### config.mk
export PLATFORM = sky130hd
export DESIGN_NAME = cau_isqrt
export DESIGN_NICKNAME = d
export VERILOG_FILES = /design/src/rtl/cau_pkg.sv /design/src/rtl/cau_isqrt.sv
export SDC_FILE = /design/constraint.sdc
export NUM_CORES = 2
export LEC_CHECK = 0
export BUFFER_PORTS_ARGS = -buffer_cell sky130_fd_sc_hd__buf_2
export CORE_MARGIN = 5
export CORE_UTILIZATION = 55
export CTS_BUF_LIST = sky130_fd_sc_hd__clkbuf_2
export DETAILED_ROUTE_END_ITERATION = 10
export GPL_ROUTABILITY_DRIVEN = 0
export PLACE_DENSITY = 0.7
export SYNTH_ARGS = -nofsm -noshare
export SYNTH_HDL_FRONTEND = slang
export SYNTH_MEMORY_MAX_BITS = 65536
export SYNTH_SLANG_ARGS = --single-unit
export TNS_END_PERCENT = 100
### constraint.sdc
create_clock -name clock -period 3.4 [get_ports clock]
set_input_delay 1.02 -clock clock [delete_from_list [all_inputs] [get_ports clock]]
set_output_delay 1.02 -clock clock [all_outputs]
set_load 0.02 [all_outputs]
### src/rtl/cau_pkg.sv
// ---------------------------------------------------------------------------
// cau_pkg: shared types and constants for the complex arithmetic unit
// Fixed-point format, operation codes and the widths of the root and
// divide pipelines.
// ---------------------------------------------------------------------------
package cau_pkg;

   localparam int DATA_W = 32;                 // word width
   localparam int FRAC_W = 28;                 // fractional bits
   localparam int ACT_W  = 3;

   localparam int RAD_W  = 2 * DATA_W;         // root radicand
   localparam int ROOT_W = DATA_W;             // root result, one bit per stage
   localparam int REM_W  = ROOT_W + 2;         // root partial remainder
   localparam int NUM_W  = DATA_W + FRAC_W - 1; // dividend, one quotient bit per stage
   localparam int DEN_W  = DATA_W;             // divisor

   typedef logic signed [DATA_W-1:0] word_type;
   typedef logic [ACT_W-1:0]         act_type;
   typedef logic [RAD_W-1:0]         rad_type;
   typedef logic [ROOT_W-1:0]        root_type;
   typedef logic [NUM_W-1:0]         num_type;
   typedef logic [DEN_W-1:0]         den_type;

   localparam act_type ACT_ADD  = 3'd0;
   localparam act_type ACT_SUB  = 3'd1;
   localparam act_type ACT_MUL  = 3'd2;
   localparam act_type ACT_NEG  = 3'd3;
   localparam act_type ACT_MOD  = 3'd4;
   localparam act_type ACT_SQRT = 3'd5;

endpackage

### src/rtl/cau_isqrt.sv
// ---------------------------------------------------------------------------
// cau_isqrt: pipelined integer square root
// Floor of the square root of an unsigned radicand, one result bit per
// register stage, restoring digit-by-digit method.
// ---------------------------------------------------------------------------
module cau_isqrt (
   input  logic              clock,
   input  cau_pkg::rad_type  in_rad,
   output cau_pkg::root_type out_root
);
   import cau_pkg::*;

   logic [RAD_W-1:0]  rad_ff  [ROOT_W];
   logic [REM_W-1:0]  rem_ff  [ROOT_W];
   logic [ROOT_W-1:0] root_ff [ROOT_W];

   logic [RAD_W-1:0]  rad_cur  [ROOT_W];
   logic [REM_W-1:0]  rem_cur  [ROOT_W];
   logic [ROOT_W-1:0] root_cur [ROOT_W];
   logic [REM_W+1:0]  rem_cat  [ROOT_W];
   logic [REM_W+1:0]  trial    [ROOT_W];
   logic              take     [ROOT_W];
   logic [REM_W-1:0]  rem_in   [ROOT_W];
   logic [ROOT_W-1:0] root_in  [ROOT_W];

   always_comb begin
      rad_cur[0]  = in_rad;
      rem_cur[0]  = '0;
      root_cur[0] = '0;
      for (int k = 1; k < ROOT_W; k++) begin
         rad_cur[k]  = rad_ff[k-1];
         rem_cur[k]  = rem_ff[k-1];
         root_cur[k] = root_ff[k-1];
      end
   end

   always_comb begin
      for (int k = 0; k < ROOT_W; k++) begin
         // bring down the next two radicand bits, try 4*root+1
         rem_cat[k] = {rem_cur[k], rad_cur[k][RAD_W-1 -: 2]};
         trial[k]   = {2'b00, root_cur[k], 2'b01};
         take[k]    = rem_cat[k] >= trial[k];
         rem_in[k]  = take[k] ? REM_W'(rem_cat[k] - trial[k]) : rem_cat[k][REM_W-1:0];
         root_in[k] = {root_cur[k][ROOT_W-2:0], take[k]};
      end
   end

   always_ff @(posedge clock) begin
      for (int k = 0; k < ROOT_W; k++) begin
         rad_ff[k]  <= rad_cur[k] << 2;
         rem_ff[k]  <= rem_in[k];
         root_ff[k] <= root_in[k];
      end
   end

   assign out_root = root_ff[ROOT_W-1];

endmodule

==> flow_summary_export.csv <==
group,metric,value,unit
timing,min_period_over_period,98.12,%
cells_and_area,multiInputGateArea,0.03891,mm²
synthesis,ys_top_cells_by_area,"dfxtp_1, ha_1, xor2_1",
clock_tree,cts_inserted_buffers,620,
timing,post-route-min-period,3.336,ns
route,drc,0,
synthesis,ys.flop_type,"dfxtp_1",
cells_and_area,final_nets,10530,
route,vias,65690,
clock_tree,cts_root_buf,"clkbuf_2",
floorplanning,initial_core_util,55.32,%
cells_and_area,fillCellCount,13920,
clock_tree,cts_tree,"yes",
synthesis,ys_async_sr_fraction,0,%
clock_tree,cts_buffer_depth,4,
setup_path,critPathMaxStageDelay,0.33,ns
route,drtIter0Drc,3810,
placement,place.port_buffers,96,
cells_and_area,drive_gt1_share,13.71,%
synthesis,syn_area,0.09241,mm²
setup_path,worstSetupEndpointType,"output pin",
grt,overflow,0,
setup_path,cp_top_family,"flip-flops",
pwr,p_leak,50.06,nW
route,routed_wl,193300,µm
worst_hold_path,hold_depth,0,
grt,use_met3,4.605,%
setup_path,worstPathMaxFanout,1,
cells_and_area,seq_area,0.05055,mm²
grt,grt_pass1_wl,317300,µm
placement,dp_hpwl,141400,µm
grt,met2_usage,37.27,%
setup_path,crit_cells,1,
setup_path,reg2reg_slack,0.10,ns
pwr,powerDensity,669.1,mW/mm²
grt,grt_use_total,21.66,%
clock_tree,h-tree-depth,6,
setup_path,path_cells,"buf_6",
setup_path,crit_required,2.38,ns
synthesis,ys_warn_count,0,
floorplanning,dieArea,0.1763,mm²
worst_hold_path,hold_path.startpoint,"rad_ff[0][668]$_DFF_P_",
cells_and_area,final_common_cell,"dfxtp_1",
synthesis,syn_nets,9712,
setup_path,crit_type,"register to output pin",
grt,met1_usage,25.82,%
grt,grt_pass1_vias,66040,
cells_and_area,fin_area,0.1034,mm²
worst_hold_path,worstHoldPathType,"register to register",
timing,finalHoldViolations,0,
setup_path,cp.arrival,2.32,ns
synthesis,yosys.cell_types.count,90,
grt,grt_antenna_before_repair,6,
synthesis,yosys.area.top_type,"dfxtp_1",
grt,grt_busiest_layer,"met2",
floorplanning,std_cell_rows,150,
timing,max_freq,0.2998,GHz
route,wl_per_cell,15.44,µm
synthesis,synth_cells,9085,
synthesis,synth_top_area_share,54.66,%
clock_tree,cts.sinks,2523,
cells_and_area,syn2layout_area_growth,11.94,%
floorplanning,io-pin-count,97,
timing,setup_violations,0,
placement,placedCellCount,11350,
timing,maxSlewViolCount,0,
floorplanning,core_area,0.1670,mm²
synthesis,synth_seq_area_share,54.66,%
route,ant_nets,0,
clock_tree,path_clk_slew,0.10,ns
timing,clock_skew,0.1693,ns
clock_tree,clk_latency,1.90,ns
route,dr.pass1.iters,6,
synthesis,syn_avg_cell_area,10.17,µm²
synthesis,ys_ff_latch,2523,
flow_run,cap_violations,0,
pwr,ir_drop,0.0004682,V
synthesis,synth_edf_count,0,
setup_path,path_buf_inv,1,
floorplanning,dieHeight,419.9,µm
setup_path,critPathSlowestCell,"dfxtp_2",
floorplanning,die_w,419.9,µm
run_status,status,"complete, no violations",
timing,worst_slew_pin_slew,1.276,ns
setup_path,cp-start-kind,"register",
setup_path,rr_startpoint,"root_ff[1][160]$_DFF_P_",
timing,rsz0062_at_grt,"yes",
setup_path,critPathLaunch,"root_ff[1][489]$_DFF_P_",
cells_and_area,instances_no_fill,12520,
pwr,p_total,69.21,mW
grt,grt_max_degree,58,
setup_path,reg2reg_depth,12,
timing,setup_tns,0,ns
timing,maxSlewHeadroom,14.96,%
cells_and_area,final_cell_mix,"dfxtp_1, clkbuf_2, inv_1",
placement,dpl_cell_area,0.09624,mm²
route,via_per_inst,5.247,
## per-stage QoR
step	util, %	setup WS, ns	hold slack, ns
after detailed placement	57.62	0.01064	0.3121
after global placement	57.62	0.006930	0.3095
after floorplan	-	0.01193	0.3096
after global routing	61.92	-0.1824	0.09485
final	61.93	0.06408	0.1958
after CTS	61.72	-0.1941	0.03172
## registers in the layout, indices dropped and copies added, names as in the netlist
register and flops:
rad_ff 992, rem_ff 1003, root_ff 528
## per-layer routing
metal	vias up	routed length (µm)
met5	-	7
met4	2	7710
met3	492	9436
met2	1693	93670
met1	30360	82510
li1	33150	-
## cells by family (layout without fill, tap and decap cells)
group                      Yosys count  after routing  synth area share (%)
DFF                               2523           2523                 54.66
and+or+nand+nor                   2338           2339                 12.63
AOI/OAI and AO/OA                 1838           1838                 12.36
buffers and inverters              889           2104                 3.646
xor gates and xnor gates           844            844                 7.999
adders and majority gates          562            562                 7.609
muxes                               90             90                 1.085
other                                1             15              0.004058
## cell usage after synthesis, types with 16 or more instances
cell and n:
dfxtp_1 2523, inv_1 718, nand2_1 599, a21oi_1 574
ha_1 562, nor2_1 550, o21ai_0 476, xor2_1 433
xnor2_1 411, a21o_1 236, nor3_1 223, clkbuf_1 147
nand3_1 146, nor4_1 125, nand2b_1 104, or3_1 99
nand4_1 94, o21a_1 90, nor2b_1 82, mux2_2 81
or2_2 53, a211oi_1 52, o21bai_1 52, o31ai_1 52
or4_1 50, and3_1 47, and2_1 37, a31oi_1 36
and4_1 29, a21boi_0 25, o211ai_1 25, nand3b_1 22
nand4b_1 20, a211o_1 18, a2111oi_0 16, o31a_1 16
## power breakdown
group	internal (mW)	switching, mW	total [mW]
Clock	7.77	11.2	19.0
Combinational	5.68	6.62	12.3
Sequential	34.3	3.61	37.9
## layout make-up
cell class	count	share of cell area [%]
sequential	2523	48.87
clock inverter	167	1.018
antenna	14	0.03387
tap	2204	2.666
inverter	721	2.616
multi-input combinational	5674	37.62
timing repair buffer	366	3.063
clock buffer	850	4.113
## final timing paths
check | end
max reg2reg | rem_ff[1][233]$_DFF_P_
min reg2reg | rad_ff[0][732]$_DFF_P_
min | rad_ff[0][732]$_DFF_P_
max | out_root[9]
## timing repair
action	CTS	global route
hold buffers	129	0
gates cloned	0	1
pin swaps	2	7
buffers inserted	0	7
resized for setup	100	57
endpoints found under the setup margin	40	211
endpoints found under the hold margin	65	0
Power figures use the tool's default switching activity.
